## src/sdpa_pkg.sv

```systemverilog
// shared constants, types and tables of the attention unit
package sdpa_pkg;

    localparam int MAX_SEQ_DEF = 64;
    localparam int MAX_DIM_DEF = 16;
    localparam int FRAC_BITS   = 8;

    // weight width: e (17 bits) times inv (17 bits) shifted down by 32 - FRAC_BITS
    localparam int W_W     = FRAC_BITS + 2;
    localparam int W_SHIFT = 32 - FRAC_BITS;
    // shared multiplier operand a: a signed query element or an unsigned weight
    localparam int MUL_A_W = 17;
    localparam int E_W     = 17;
    localparam int INV_W   = 17;

    localparam logic [16:0] LOG2E_Q16 = 17'd94548;

    localparam logic [1:0] REQ_KEY   = 2'd0;
    localparam logic [1:0] REQ_VALUE = 2'd1;
    localparam logic [1:0] REQ_QUERY = 2'd2;

    localparam logic [1:0] REG_SEQ_LEN   = 2'd0;
    localparam logic [1:0] REG_HEAD_DIM  = 2'd1;
    localparam logic [1:0] REG_VALUE_DIM = 2'd2;

    typedef struct packed {
        logic key_we;
        logic val_we;
        logic q_we;
        logic acc_clr;
    } cell_ctrl_t;

    // 2^(-k/16) in Q16
    function automatic logic [16:0] pow2_neg(input logic [4:0] k);
        logic [16:0] r;
        unique case (k)
            5'd0:    r = 17'd65536;
            5'd1:    r = 17'd62757;
            5'd2:    r = 17'd60097;
            5'd3:    r = 17'd57549;
            5'd4:    r = 17'd55109;
            5'd5:    r = 17'd52773;
            5'd6:    r = 17'd50535;
            5'd7:    r = 17'd48393;
            5'd8:    r = 17'd46341;
            5'd9:    r = 17'd44376;
            5'd10:   r = 17'd42495;
            5'd11:   r = 17'd40693;
            5'd12:   r = 17'd38968;
            5'd13:   r = 17'd37316;
            5'd14:   r = 17'd35734;
            5'd15:   r = 17'd34219;
            5'd16:   r = 17'd32768;
            default: r = 17'd0;
        endcase
        return r;
    endfunction

    // floor(sqrt(floor(2^32 / h))), 1/sqrt(head_dim) in Q16
    function automatic logic [16:0] inv_sqrt(input logic [4:0] h);
        logic [16:0] r;
        unique case (h)
            5'd1:    r = 17'd65536;
            5'd2:    r = 17'd46340;
            5'd3:    r = 17'd37837;
            5'd4:    r = 17'd32768;
            5'd5:    r = 17'd29308;
            5'd6:    r = 17'd26754;
            5'd7:    r = 17'd24770;
            5'd8:    r = 17'd23170;
            5'd9:    r = 17'd21845;
            5'd10:   r = 17'd20724;
            5'd11:   r = 17'd19759;
            5'd12:   r = 17'd18918;
            5'd13:   r = 17'd18176;
            5'd14:   r = 17'd17515;
            5'd15:   r = 17'd16921;
            5'd16:   r = 17'd16384;
            default: r = 17'd65536;
        endcase
        return r;
    endfunction

endpackage

```

## src/sdpa_div.sv

```systemverilog
// restoring divider for 2^32 / den, one quotient bit per cycle
module sdpa_div #(
    parameter int DEN_W = 24
) (
    input  logic                          clk,
    input  logic                          rst_n,
    input  logic                          start,
    input  logic [DEN_W-1:0]              den,
    output logic                          done,
    output logic [sdpa_pkg::INV_W-1:0]    quo
);

    logic             busy_reg;
    logic             done_reg;
    logic [5:0]       cnt_reg;
    logic [DEN_W-1:0] den_reg;
    logic [DEN_W:0]   rem_reg;
    logic [32:0]      quo_reg;

    logic [DEN_W:0]   shifted;
    logic             take;

    // the dividend is 2^32: its only set bit enters on the first step
    assign shifted = {rem_reg[DEN_W-1:0], (cnt_reg == 6'd32)};
    assign take    = shifted >= {1'b0, den_reg};

    always_ff @(posedge clk or negedge rst_n)
    begin
        if (!rst_n)
        begin
            busy_reg <= 1'b0;
            done_reg <= 1'b0;
            cnt_reg  <= '0;
        end
        else
        begin
            done_reg <= 1'b0;
            if (start)
            begin
                busy_reg <= 1'b1;
                cnt_reg  <= 6'd32;
            end
            else if (busy_reg)
            begin
                if (cnt_reg == 6'd0)
                begin
                    busy_reg <= 1'b0;
                    done_reg <= 1'b1;
                end
                else
                begin
                    cnt_reg <= cnt_reg - 6'd1;
                end
            end
        end
    end

    always_ff @(posedge clk)
    begin
        if (start)
        begin
            den_reg <= den;
            rem_reg <= '0;
            quo_reg <= '0;
        end
        else if (busy_reg)
        begin
            rem_reg <= take ? (shifted - {1'b0, den_reg}) : shifted;
            quo_reg <= {quo_reg[31:0], take};
        end
    end

    assign done = done_reg;
    assign quo  = quo_reg[sdpa_pkg::INV_W-1:0];

endmodule

```

## config.mk

```make
export PLATFORM = sky130hd
export DESIGN_NAME = sdpa_div
export DESIGN_NICKNAME = d
export VERILOG_FILES = /design/src/sdpa_pkg.sv /design/src/sdpa_div.sv
export SDC_FILE = /design/constraint.sdc
export NUM_CORES = 1
export LEC_CHECK = 0
export ABC_AREA = 1
export BUFFER_PORTS_ARGS = -buffer_cell sky130_fd_sc_hd__buf_2
export CORE_ASPECT_RATIO = 1.25
export CORE_MARGIN = 8
export CORE_UTILIZATION = 60
export DETAILED_ROUTE_END_ITERATION = 12
export PLACE_DENSITY = 0.81
export RECOVER_POWER = 50
export SLEW_MARGIN = 20
export SYNTH_ARGS = -nofsm -noshare
export SYNTH_HDL_FRONTEND = slang
export SYNTH_SLANG_ARGS = --single-unit
export TNS_END_PERCENT = 20
```

## constraint.sdc

```tcl
create_clock -name clk -period 2.6 [get_ports clk]
set_input_delay 0.26 -clock clk [delete_from_list [all_inputs] [get_ports clk]]
set_output_delay 0.26 -clock clk [all_outputs]
set_load 0.005 [all_outputs]
```

Yosys cells after proc, flatten, opt, wreduce, memory -nomap -nowiden
Cells that the tools add are included.
{"block": "totals", "out_inout_bits": 18, "regBits": 73}
{"block": "classes", "n_mux": 10, "eq_ne": 2, "n_lt_le_gt_ge": 1, "n_reduce_logical": 3, "add_sub_neg": 2}
{"operator": "$ge A25 B24 Y1", "n": 1}
{"operator": "$mux W24", "n": 1}
{"operator": "$sub A24 B24 Y24", "n": 1}
{"operator": "$mux W6", "n": 3}
{"operator": "$eq A6 B6 Y1 const B", "n": 1}
{"operator": "$logic_not A6 Y1", "n": 1}
{"operator": "$mux W1", "n": 6}
{"operator": "$sub A6 B1 Y6 const B", "n": 1}
{"operator": "$ne A2 B2 Y1 const B", "n": 1}
{"operator": "$reduce_and A2 Y1", "n": 1}
{"operator": "$reduce_bool A2 Y1", "n": 1}

Depth between registers and ports, before layout
{"block": "depth", "ltp_word": 4, "mapped_depth": 18, "ltp_nobuf": 18}

Least setup slack after synthesis
No wires, ideal clock.
{"block": "synth_path", "kind": "reg-to-reg", "from": "reg cnt_reg[0]", "to": "reg rem_reg[14]", "setup_time_ns": 0.112, "arrival_ns": 2.233, "setup_slack_ns": 0.255, "stages_incl_launch_ff": 18, "required_ns": 2.488, "period_less_slack_ns": 2.345, "cell_sequence": "dfrtp_1 -> inv_1 -> ha_1 -> nand2_1 -> nor3_1 -> inv_1 -> ha_1 -> fa_1 -> inv_1 -> nand3_1 -> nand3_1 -> nand2_1 -> nand2_1 -> nand3_1 -> nand3_1 -> nand3_2 -> nand2_1 -> nand2_1"}
{"block": "synth_via", "elab_chain_len": 3}
{"item": "start: declaration", "line": "sdpa_div.sv:15", "rtl": "logic [5:0] cnt_reg;"}
{"item": "start signal: assignment", "line": "sdpa_div.sv:52", "rtl": "cnt_reg <= cnt_reg - 6'd1;"}
{"item": "$eq A6 B6 Y1 *", "line": "sdpa_div.sv:24", "rtl": "assign shifted = {rem_reg[DEN_W-1:0], (cnt_reg == 6'd32)};"}
{"item": "$sub A24 B24 Y24 / $ge A25 B24 Y1 (equally long branches)", "line": "sdpa_div.sv:68, sdpa_div.sv:25"}
{"item": "$mux W24 *", "line": "sdpa_div.sv:68", "rtl": "rem_reg <= take ? (shifted - {1'b0, den_reg}) : shifted;"}
{"item": "end signal: assignment", "line": "sdpa_div.sv:68"}
{"item": "end: declaration", "line": "sdpa_div.sv:17", "rtl": "logic [DEN_W:0] rem_reg;"}
Mark *: on every way between the ends. The rest lies on a longest branch, timed or not.
A chain may end at the register's enable or synchronous reset.

Final worst setup path
{"block": "layout_path", "from": "reg cnt_reg[1]", "to": "reg rem_reg[18]"}
The elaborated chain is that of the path after synthesis.

==> flow_metrics.tcl <==
set metrics [dict create \
    fmax_mhz 409 \
    endpoint_kind "register" \
    fin_crit_sh 0.939 \
    die_area_um2 11000 \
    nets 774 \
    grtUsageTotal 0.234 \
    dpl-instance-area_um2 5110 \
    antenna_found_initial 0 \
    overflow 0 \
    viasPerCell 5.34 \
    core_area_um2 7750 \
    cap_violations 0 \
    hpwl_um 9410 \
    run_status "finished, final reports clean" \
    fin_area_um2 5330 \
    rows 36 \
    route.detailed.drc 0 \
    cts_buffer_depth 2 \
    required_ns 2.85 \
    yosysUniqueCellTypes 40 \
    drive_gt1_frac 0.168 \
    yosysWarnings 0 \
    ys_ff_latch 73 \
    clk_pin_slew_worst_paths_ns 0.09 \
    wire_per_inst_um 14.9 \
    finalPower_mw 5.44 \
    synth-edff-count 24 \
    maxSlewHeadroom 0.219 \
    maxSlewViolCount 0 \
    cts_setup_buffers 0 \
    cts-buffers-inserted 9 \
    multiInputGateArea_um2 2430 \
    ys.flop_type "dfxtp_1" \
    worstPathMaxFanout 13 \
    cp.arrival_ns 2.69 \
    die_y_um 116 \
    area_delta_synth_final_pct 12.2 \
    routed_wl_um 12200 \
    worstSetupStartpointType "register" \
    synth-seq-area-share 0.366 \
    fin_skew_ns 0.0148 \
    synth_area_um2 4750 \
    final_antenna_net_count 0 \
    synthCells 664 \
    firstDrtPassIters 5 \
    routabilityCongestion 0.931 \
    cts_tree "yes" \
    htreeDepth 3 \
    synth_fp_nets 718 \
    setup_ws_ns 0.158 \
    ff_latch_area_um2 1740 \
    vias 4376 \
    fillers 700 \
    grt_max_degree 18 \
    final_hold_viol_count 0 \
    p_leak_nw 2.80 \
    first_global_vias 4517 \
    min_period_ns 2.44 \
    critPathKind "reg2reg" \
    synthArstFlopShare 0.110 \
    ir_drop_uv 554 \
    setup_viol 0 \
    clk_latency_ns 0.37 \
    dr.first_iter.drc_count 262 \
    worst_pin_slew_ns 1.17 \
    grt_pass1_wl_um 20200 \
    io_buffers 44 \
    pre_cts_ws_ns 0.00342 \
    diodes 0 \
    avgSynthCellArea_um2 7.16 \
    die_x_um 95.6 \
    cts.sinks 73 \
    pin_count 45 \
    initial_core_util 0.614 \
    hold_path_class "in2reg" \
    cts-root-buf "clkbuf_8" \
    powerDensity_nw_per_um2 1020 \
]
## worst paths after layout
check                           startpoint           to  slack (ns)  depth (start not counted)
worst max-delay path            cnt_reg[1]  rem_reg[18]        0.16                         16
worst min-delay path               den[10]  den_reg[10]        0.07                          1
worst max register to register  cnt_reg[1]  rem_reg[18]        0.16                         16
worst min register to register  rem_reg[5]   rem_reg[5]        0.47                          2
max in group asynchronous            rst_n     busy_reg        1.95                          2
min in group asynchronous            rst_n   cnt_reg[1]        0.35                          2
## timing repair
| action | in CTS | in global routing |
|---|---|---|
| endpoints found under the setup margin | 2 | 9 |
| gates resized for setup | 1 | 12 |
| hold buffers | 1 | 0 |
| hold endpoints to repair | 8 | 0 |
| pin swaps | 0 | 3 |
## logic make-up (layout without fill, tap and decap cells)
logic type / Yosys count / in the layout / synth area share
fa+ha+maj: 27 / 27 / 0.0726
simple gates: 347 / 347 / 0.344
xor+xnor: 9 / 9 / 0.0166
buf+inv: 153 / 214 / 0.129
flops: 73 / 73 / 0.366
compound gates: 55 / 55 / 0.0705
## Yosys cell counts, types with 2 or more instances
| cell | number | area share |
|---|---|---|
| xor2_1 | 4 | 0.0074 |
| nand3_1 | 45 | 0.047 |
| inv_1 | 136 | 0.11 |
| nand2_2 | 13 | 0.017 |
| nand3b_1 | 2 | 0.0032 |
| buf_12 | 2 | 0.0084 |
| nand3_2 | 16 | 0.034 |
| nand4_1 | 26 | 0.034 |
| and2_1 | 2 | 0.0026 |
| nor2_1 | 28 | 0.022 |
| nor2_2 | 5 | 0.0066 |
| a21oi_1 | 15 | 0.016 |
| o21ai_0 | 10 | 0.011 |
| buf_2 | 4 | 0.0042 |
| dfrtp_1 | 8 | 0.042 |
| edfxtp_1 | 24 | 0.15 |
| nor3_2 | 2 | 0.0042 |
| xnor2_1 | 5 | 0.0092 |
| o21ai_1 | 7 | 0.0074 |
| o21ai_2 | 2 | 0.0037 |
| inv_2 | 4 | 0.0032 |
| ha_1 | 26 | 0.068 |
| nand2_1 | 200 | 0.16 |
| nor3_1 | 2 | 0.0021 |
| o22ai_1 | 15 | 0.020 |
| clkbuf_1 | 4 | 0.0032 |
| o21bai_1 | 2 | 0.0032 |
| a21oi_4 | 2 | 0.0068 |
| nor2_4 | 2 | 0.0047 |
| dfxtp_1 | 41 | 0.17 |
## power by group
| part | internal (mW) | switching [mW] |
|---|---|---|
| combinational | 1.05 | 1.93 |
| clock | 0.440 | 0.434 |
| sequential | 1.43 | 0.160 |
## metal layers
metal  GRT usage  vias to the layer above  routed length, um
met1       0.258                     2023               5160
met5           0                        -                  0
met2       0.406                      112               6130
li1            -                     2217                  -
met4       0.119                        0                352
met3      0.0557                       24                542
## final cells by class
class,instances,share of cell area
flip-flops and latches,73,0.327
well taps,95,0.0223
clock inverters,5,0.0106
inverters,141,0.0992
clock buffers,11,0.0246
multi-input cells,438,0.456
repair buffers,57,0.0603
## cells in the final DEF, fill, tap and decap left out, types with 13 or more instances in the layout
master / synthesis / final
nand2_2: 13 / 13
nor2_1: 28 / 26
inv_1: 136 / 134
buf_2: 4 / 38
edfxtp_1: 24 / 24
a21oi_1: 15 / 15
dfxtp_1: 41 / 41
o22ai_1: 15 / 15
nand3_2: 16 / 19
nand4_1: 26 / 26
nand3_1: 45 / 42
nand2_1: 200 / 199
ha_1: 26 / 25
## worst max-delay path, stage by stage, from the launching register on
cell	delay (ns)
dfrtp_1	0.39
inv_2	0.08
ha_1	0.16
nand2_1	0.07
nor3_2	0.18
inv_1	0.06
ha_2	0.31
inv_1	0.06
nor2_1	0.10
nand4_1	0.10
nor2_2	0.14
nand2_4	0.08
nand3_4	0.19
buf_12	0.18
nand3_2	0.08
nand3_1	0.08
nand2_1	0.06
## metrics by stage
step	util	hold slack [ns]	setup TNS, ns	cells
6_report	0.688	0.0668	0	820
5_1_grt	0.688	0.0532	-0.00445	820
4_1_cts	0.686	0.0509	0	820
3_5_place_dp	0.660	0.110	0	803
3_3_place_gp	0.660	0.108	0	803
2_1_floorplan	-	-0.0356	0	664
Power figures use the tool's default switching activity.
