`src/sdpa_pkg.sv`:
```
// shared constants, types and tables of the attention unit
package sdpa_pkg;

    localparam int MAX_SEQ_DEF = 64;
    localparam int MAX_DIM_DEF = 16;
    localparam int FRAC_BITS   = 8;

    // weight width: e (17 bits) times inv (17 bits) shifted down by 32 - FRAC_BITS
    localparam int W_W     = FRAC_BITS + 2;
    localparam int W_SHIFT = 32 - FRAC_BITS;
    // shared multiplier operand a: a signed query element or an unsigned weight
    localparam int MUL_A_W = 17;
    localparam int E_W     = 17;
    localparam int INV_W   = 17;

    localparam logic [16:0] LOG2E_Q16 = 17'd94548;

    localparam logic [1:0] REQ_KEY   = 2'd0;
    localparam logic [1:0] REQ_VALUE = 2'd1;
    localparam logic [1:0] REQ_QUERY = 2'd2;

    localparam logic [1:0] REG_SEQ_LEN   = 2'd0;
    localparam logic [1:0] REG_HEAD_DIM  = 2'd1;
    localparam logic [1:0] REG_VALUE_DIM = 2'd2;

    typedef struct packed {
        logic key_we;
        logic val_we;
        logic q_we;
        logic acc_clr;
    } cell_ctrl_t;

    // 2^(-k/16) in Q16
    function automatic logic [16:0] pow2_neg(input logic [4:0] k);
        logic [16:0] r;
        unique case (k)
            5'd0:    r = 17'd65536;
            5'd1:    r = 17'd62757;
            5'd2:    r = 17'd60097;
            5'd3:    r = 17'd57549;
            5'd4:    r = 17'd55109;
            5'd5:    r = 17'd52773;
            5'd6:    r = 17'd50535;
            5'd7:    r = 17'd48393;
            5'd8:    r = 17'd46341;
            5'd9:    r = 17'd44376;
            5'd10:   r = 17'd42495;
            5'd11:   r = 17'd40693;
            5'd12:   r = 17'd38968;
            5'd13:   r = 17'd37316;
            5'd14:   r = 17'd35734;
            5'd15:   r = 17'd34219;
            5'd16:   r = 17'd32768;
            default: r = 17'd0;
        endcase
        return r;
    endfunction

    // floor(sqrt(floor(2^32 / h))), 1/sqrt(head_dim) in Q16
    function automatic logic [16:0] inv_sqrt(input logic [4:0] h);
        logic [16:0] r;
        unique case (h)
            5'd1:    r = 17'd65536;
            5'd2:    r = 17'd46340;
            5'd3:    r = 17'd37837;
            5'd4:    r = 17'd32768;
            5'd5:    r = 17'd29308;
            5'd6:    r = 17'd26754;
            5'd7:    r = 17'd24770;
            5'd8:    r = 17'd23170;
            5'd9:    r = 17'd21845;
            5'd10:   r = 17'd20724;
            5'd11:   r = 17'd19759;
            5'd12:   r = 17'd18918;
            5'd13:   r = 17'd18176;
            5'd14:   r = 17'd17515;
            5'd15:   r = 17'd16921;
            5'd16:   r = 17'd16384;
            default: r = 17'd65536;
        endcase
        return r;
    endfunction

endpackage

```
`src/sdpa_cell.sv`:
```
// one column cell: key and value column stores, query element, shared mac
module sdpa_cell #(
    parameter int MAX_SEQ = sdpa_pkg::MAX_SEQ_DEF,
    parameter int ACC_W   = 37,
    parameter int OACC_W  = 34
) (
    input  logic                                   clk,
    input  logic                                   rst_n,
    input  sdpa_pkg::cell_ctrl_t                   ctrl,
    input  logic                                   active,
    input  logic [((MAX_SEQ > 1) ? $clog2(MAX_SEQ) : 1)-1:0] wr_row,
    input  logic signed [15:0]                     wr_data,
    input  logic                                   in_valid,
    input  logic [((MAX_SEQ > 1) ? $clog2(MAX_SEQ) : 1)-1:0] in_row,
    input  logic signed [ACC_W-1:0]                in_psum,
    output logic                                   out_valid,
    output logic [((MAX_SEQ > 1) ? $clog2(MAX_SEQ) : 1)-1:0] out_row,
    output logic signed [ACC_W-1:0]                out_psum,
    input  logic                                   bc_valid,
    input  logic [((MAX_SEQ > 1) ? $clog2(MAX_SEQ) : 1)-1:0] bc_row,
    input  logic [sdpa_pkg::W_W-1:0]               bc_weight,
    output logic signed [OACC_W-1:0]               acc
);

    localparam int ROW_W = (MAX_SEQ > 1) ? $clog2(MAX_SEQ) : 1;
    localparam int PROD_W = sdpa_pkg::MUL_A_W + 16;

    logic signed [15:0] key_mem [MAX_SEQ];
    logic signed [15:0] val_mem [MAX_SEQ];
    logic signed [15:0] key_rd_reg;
    logic signed [15:0] val_rd_reg;
    logic signed [15:0] q_reg;

    logic                      a_valid_reg;
    logic [ROW_W-1:0]          a_row_reg;
    logic signed [ACC_W-1:0]   a_psum_reg;
    logic                      b_valid_reg;
    logic [sdpa_pkg::W_W-1:0]  w_reg;
    logic                      out_valid_reg;
    logic [ROW_W-1:0]          out_row_reg;
    logic signed [ACC_W-1:0]   out_psum_reg;
    logic signed [OACC_W-1:0]  acc_reg;

    logic signed [sdpa_pkg::MUL_A_W-1:0] op_a;
    logic signed [15:0]                  op_b;
    logic signed [PROD_W-1:0]            prod;

    always_ff @(posedge clk)
    begin
        if (ctrl.key_we)
        begin
            key_mem[wr_row] <= wr_data;
        end
        if (ctrl.val_we)
        begin
            val_mem[wr_row] <= wr_data;
        end
    end

    always_ff @(posedge clk)
    begin
        key_rd_reg <= key_mem[in_row];
        val_rd_reg <= val_mem[bc_row];
    end

    always_ff @(posedge clk)
    begin
        if (ctrl.q_we)
        begin
            q_reg <= wr_data;
        end
    end

    // one multiplier, used by the score chain or by the value accumulation
    always_comb
    begin
        if (a_valid_reg)
        begin
            op_a = sdpa_pkg::MUL_A_W'(q_reg);
            op_b = key_rd_reg;
        end
        else
        begin
            op_a = $signed({{(sdpa_pkg::MUL_A_W - sdpa_pkg::W_W){1'b0}}, w_reg});
            op_b = val_rd_reg;
        end
        prod = op_a * op_b;
    end

    always_ff @(posedge clk or negedge rst_n)
    begin
        if (!rst_n)
        begin
            a_valid_reg   <= 1'b0;
            b_valid_reg   <= 1'b0;
            out_valid_reg <= 1'b0;
        end
        else
        begin
            a_valid_reg   <= in_valid;
            b_valid_reg   <= bc_valid;
            out_valid_reg <= a_valid_reg;
        end
    end

    always_ff @(posedge clk)
    begin
        a_row_reg   <= in_row;
        a_psum_reg  <= in_psum;
        w_reg       <= bc_weight;
        out_row_reg <= a_row_reg;
        out_psum_reg <= a_psum_reg + (active ? ACC_W'(prod) : '0);
        if (ctrl.acc_clr)
        begin
            acc_reg <= '0;
        end
        else if (b_valid_reg)
        begin
            acc_reg <= acc_reg + OACC_W'(prod);
        end
    end

    assign out_valid = out_valid_reg;
    assign out_row   = out_row_reg;
    assign out_psum  = out_psum_reg;
    assign acc       = acc_reg;

endmodule

```
`config.mk`:
```
export PLATFORM = sky130hd
export DESIGN_NAME = sdpa_cell
export DESIGN_NICKNAME = d
export VERILOG_FILES = /design/src/sdpa_pkg.sv /design/src/sdpa_cell.sv
export SDC_FILE = /design/constraint.sdc
export NUM_CORES = 2
export LEC_CHECK = 0
export ABC_CLOCK_PERIOD_IN_PS = 16950
export BUFFER_PORTS_ARGS = -buffer_cell sky130_fd_sc_hd__buf_2
export CAP_MARGIN = 25
export CORE_MARGIN = 10
export CORE_UTILIZATION = 40
export DETAILED_ROUTE_END_ITERATION = 10
export GPL_ROUTABILITY_DRIVEN = 0
export GPL_TIMING_DRIVEN = 0
export MAX_ROUTING_LAYER = met4
export SLEW_MARGIN = 15
export SYNTH_ARGS = -nofsm -noshare
export SYNTH_HDL_FRONTEND = slang
export SYNTH_SLANG_ARGS = --single-unit
```
`constraint.sdc`:
```
create_clock -name clk -period 16.95 [get_ports clk]
set_clock_uncertainty 0.15 [all_clocks]
set_input_delay 2.5425 -clock clk [delete_from_list [all_inputs] [get_ports clk]]
set_output_delay 2.5425 -clock clk [all_outputs]
set_load 0.005 [all_outputs]
```
---- Word level (Yosys, flattened, before mapping) ----
Memories as Yosys holds them, arrays and structs flattened. A register that Yosys moved wholly into a read port is not among the register bits.
Cells that the tools add are included.
storage, ports and cells
  latch bits .............................. 0
  output and inout port bits .............. 78
  ROM bits ................................ 0
  flip-flop bits (word level) ............. 149
  memories kept ........................... 2
  memory bits (writable) .................. 2048
  word-level logic and storage cells ...... 22
  input bits .............................. 90
memories
  memory   depth  bits a word  rd ports  clocked after Yosys merged registers in  write ports  RTL line         RTL
  key_mem  64     16           1         1                                        1            sdpa_cell.sv:28  logic signed [15:0] key_mem [MAX_SEQ];
  val_mem  64     16           1         1                                        1            sdpa_cell.sv:29  logic signed [15:0] val_mem [MAX_SEQ];
cells by class
  multiplexer cells ....................... 7
  reductions and logical operators ........ 0
  divide/modulo/power cells ............... 0
  eq/ne operators ......................... 0
  $lt $le $gt $ge ......................... 0
  $add $sub $neg .......................... 2
  multipliers ............................. 1
  bitwise logic cells ..................... 0
  shifts and indexed selects .............. 0
operators with widths
  kind                                            number
  37-bit adder                                    1
  37-bit two-way mux                              1
  34-bit by 33-bit adder with 34-bit output       1
  17-bit by 16-bit multiplier with 33-bit output  1
  17-bit two-way mux                              1
  16-bit two-way mux                              1
  1-bit two-way mux                               4

---- Depth between registers and ports, before layout ----
  depth in word-level cells ............... 4
  gate-level depth with buffers ........... 39
  gate-level depth less buffers ........... 36

---- Worst setup path after synthesis ----
No wires, ideal clock.
  kind .................................... register -> register
  from .................................... register a_valid_reg
  to ...................................... register acc_reg[32], in the netlist acc[32]
  required time ........................... 16721 ps
  library setup time ...................... 79 ps
  path slack .............................. 7994 ps
  clock period less this slack ............ 8956 ps
  arrival time ............................ 8727 ps
  path buffers ............................ 3
  stages on the path, launching flop included .. 36
  cells stage by stage .................... dfrtp_1 -> clkbuf_1 -> clkbuf_1 -> clkbuf_1 -> mux2i_1 -> nor2_1 -> fa_1 -> inv_1 -> fa_1 -> fa_1 -> inv_1 -> fa_1 -> fa_1 -> inv_1 -> fa_1 -> inv_1 -> ha_1 -> a21oi_1 -> nor2b_1 -> or4_1 -> o221a_2 -> o21a_1 -> nor2_1 -> o21ai_0 -> xnor2_1 -> ha_1 -> nand4_1 -> nor2_1 -> and4_1 -> a221oi_1 -> a41oi_1 -> a211oi_1 -> o21bai_1 -> a21oi_1 -> or4_1 -> o211ai_1
on the way
  longest elaborated chain between the ends .. 3
  elaborated cells on any way between the ends .. 4
  classes of those cells .................. add/sub (1); mul (1); mux (2)
RTL lines
  element                                                          RTL line          RTL
  from (decl)                                                      sdpa_cell.sv:34   logic a_valid_reg;
  from (signal assigned)                                           sdpa_cell.sv:100  a_valid_reg <= in_valid;
  17-bit two-way mux / 16-bit two-way mux (equally long branches)  sdpa_cell.sv:77   if (a_valid_reg)
  17-bit by 16-bit multiplier with 33-bit output *                 sdpa_cell.sv:87   prod = op_a * op_b;
  34-bit by 33-bit adder with 34-bit output *                      sdpa_cell.sv:119  acc_reg <= acc_reg + OACC_W'(prod);
  to (signal assigned)                                             sdpa_cell.sv:119
  to (decl)                                                        sdpa_cell.sv:42   logic signed [OACC_W-1:0] acc_reg;
Mark *: on every way between the ends. The rest lies on a longest branch, timed or not.
A chain may end at the register's enable or synchronous reset.

---- Worst setup path in the final report ----
  from .................................... register a_valid_reg
  to ...................................... register out_psum_reg[34], in the netlist out_psum[34]
on the way
  longest elaborated chain between the ends .. 4
  elaborated cells on any way between the ends .. 5
  classes of those cells .................. add/sub (1); mul (1); mux (3)
RTL lines
  element                                                          RTL line          RTL
  17-bit two-way mux / 16-bit two-way mux (equally long branches)  sdpa_cell.sv:77
  17-bit by 16-bit multiplier with 33-bit output *                 sdpa_cell.sv:87
  37-bit two-way mux *                                             sdpa_cell.sv:112  out_psum_reg <= a_psum_reg + (active ? ACC_W'(prod) : '0);
  37-bit adder *                                                   sdpa_cell.sv:112
  to (signal assigned)                                             sdpa_cell.sv:112
  to (decl)                                                        sdpa_cell.sv:41   logic signed [ACC_W-1:0] out_psum_reg;
Marked as above.

==> run summary <==
Status: finished clean
CP peak stage delay: 0.85 ns
Seq/Total Area, Yosys: 68.0%
Via Count: 49,100
Worst Hold Depth: 0
Synth Cell Area: 96,000 um^2
Number of global-route vias before repair: 50,300
Vias/cell: 5.52
Post-DRT Antenna Nets: 0
Clk sinks: 2,229
Antenna violations before repair: 28
Hpwl dp: 173,000 um
Hold Buf Count CTS: 0
DRC viols: 0
Yosys warning total: 0
Multi-input gate area: 29,100 um^2
Yosys reg bits: 2,229
Worst-path fanout max: 10
Top post-synthesis cells by area: edfxtp_1 (65%), mux4_2 (16%), fa_1 (5.6%)
Syn Inst Count: 4,957
Row count: 179
Register-to-Register Path Depth: 35
Count of TritonRoute iterations in the first routing pass: 7
Number of flops mapped to enable cells by yosys: 2,064
Die Ht: 510 um
Fmax: 86.5 MHz
CTS buffer count: 225
Die width: 510 um
R2R Path End: out_psum[34]$_DFF_P_
Fill count: 19,900
Ys async rst share: 0.135%
Start of the worst register-to-register path: a_valid_reg$_DFF_PN0_
Synthesized area per cell: 19.4 um^2
Critical Path Sink Type: register
Largest net degree at the start of global routing: 98
Port Buffers: 152
Wire per inst: 27.7 um
Post_cts resized: 0
Yosys cell types: 68
CTS root buf: clkbuf_16
Final setup viols: 0
Slew HR: 22.6%
Routed wire length: 246,000 um
Area leader, netlist: edfxtp_1
Register-to-Register Setup Slack: 5.40 ns
Endpoints failing hold: 0
Global-route wire length before repair: 358,000 um
Crit path kind: reg -> reg
Cell mode on critical path: fa_1
Most frequent cells in the layout: edfxtp_1 (2,064), mux4_2 (672), inv_1 (328)
Critical path launch point type: register
Gr ovfl total: 0
Top FF cell, synth: edfxtp_1
Nets: 6,015
Period utilization: 68.2%
Share of cells above drive strength 1: 26.4%
Worst min path class: reg -> reg
Syn nets: 5,464
GRT Util Overall: 19.4%
Critical Path RT: 17.55 ns
Bufs on Longest Clock Path: 3
Slew @ Worst Pin: 1.16 ns
Setup Fix Bufs, Post-CTS: 0
Synth-to-layout area growth: 15.7%
Max-slew violation count: 0
Worst EP arrival: 12.15 ns
RSZ-0062 raised after global routing: no
Max Cap Viol: 0
Crit-path slowest cell: mux2i_1
Initial drt markers: 5,370
Initial Util: 40.3%
WHS Endpoint: out_row[4]$_DFF_P_
Final instance area: 111,000 um^2
Placed Area: 104,000 um^2
Share of the synthesized area in the top cell type: 64.5%
H-Tree Depth: 4
Skew-Pair Late Insertion Delay: 0.91 ns
Min Tclk post-route: 11.55 ns
Commonest non-fill, non-tap cell in the layout: edfxtp_1
Setup ws final: 5.40 ns
Area of the core: 238,000 um^2
Worst-path clk slew: 0.06 ns
Min-delay src: a_row_reg[4]$_DFF_P_
Ports: 168
Post-route setup TNS: 0 ns
Top Registers: key_mem (1024), val_mem (1024)
TritonCTS clock tree: built
Setup WS pre-CTS: 5.47 ns
Die area: 260,000 um^2
Register area: 65,300 um^2
[synthesized netlist by cell type, drive strengths merged (18+ instances only)]
master	n
fa	269
mux2	20
mux4	672
inv	328
xor2	18
nor3	18
nor2	315
buf	73
dfxtp	162
mux2i	48
clkbuf	131
xnor2	70
nand2	153
and2	46
ha	148
a211oi	27
o21ai	50
and3	49
a21oi	79
a21o	21
edfxtp	2064
nand3	35
[how the worst max path moves through the flow]
stage / from / end / slack [ns] / depth (start not counted)
2_1_floorplan: a_valid_reg$_DFF_PN0_ / acc[32]$_SDFFE_PP0P_ / 7.99 / 35
3_3_place_gp: a_valid_reg$_DFF_PN0_ / out_psum[36]$_DFF_P_ / 5.56 / 35
3_5_place_dp: a_valid_reg$_DFF_PN0_ / out_psum[36]$_DFF_P_ / 5.47 / 35
4_1_cts: a_valid_reg$_DFF_PN0_ / out_psum[36]$_DFF_P_ / 5.40 / 35
5_1_grt: a_valid_reg$_DFF_PN0_ / out_psum[34]$_DFF_P_ / 4.76 / 35
6_report: a_valid_reg$_DFF_PN0_ / out_psum[34]$_DFF_P_ / 5.40 / 35
[worst max-delay path, delay by kind of cell (launching register included)]
kind            cells  cell delay (ns)
buf+inv             7             1.98
simple gates        7             1.57
xor+xnor            1             0.14
compound gates     11             2.66
mux                 1             0.85
fa+ha+maj           8             3.70
flops               1             0.37
[per-layer routing]
layer | global-route usage, % | up-vias | wire length, um
li1 | - | 20700 | -
met4 | 4.87 | 0 | 5780
met5 | - | - | 0
met1 | 26.5 | 26200 | 103000
met3 | 3.83 | 319 | 19300
met2 | 30.3 | 1832 | 118000
[through the flow]
step	utilization [%]	hold slack (ns)	instances
floorplan	-	0.160	4957
global placement	42.3	0.160	8276
detailed placement	43.5	0.165	8440
CTS	46.6	0.179	8854
global route	46.6	0.181	8878
finish	46.6	0.177	8886
[cells by family after synthesis]
logic type / after synthesis / share of synthesized area, %
DFF: 2229 / 68.0
muxes: 740 / 16.5
and+or+nand+nor: 692 / 3.28
xor gates and xnor gates: 88 / 0.826
AOI/OAI and AO/OA: 259 / 1.79
buffers and inverters: 532 / 2.08
adders and majority gates: 417 / 7.54
[layout make-up]
cell class,instances,area share [%]
inverters,328,1.11
repair buffers,324,3.01
multi-input cells,2196,26.2
diodes,24,0.0540
clock buffers,285,5.35
flip-flops and latches,2229,58.7
clock inverters,129,1.31
plain buffers,204,0.697
well taps,3167,3.56
Power is left out: the tool's default activity adds up to more than one toggle a clock period on the data nets, which glitch-free logic cannot reach.
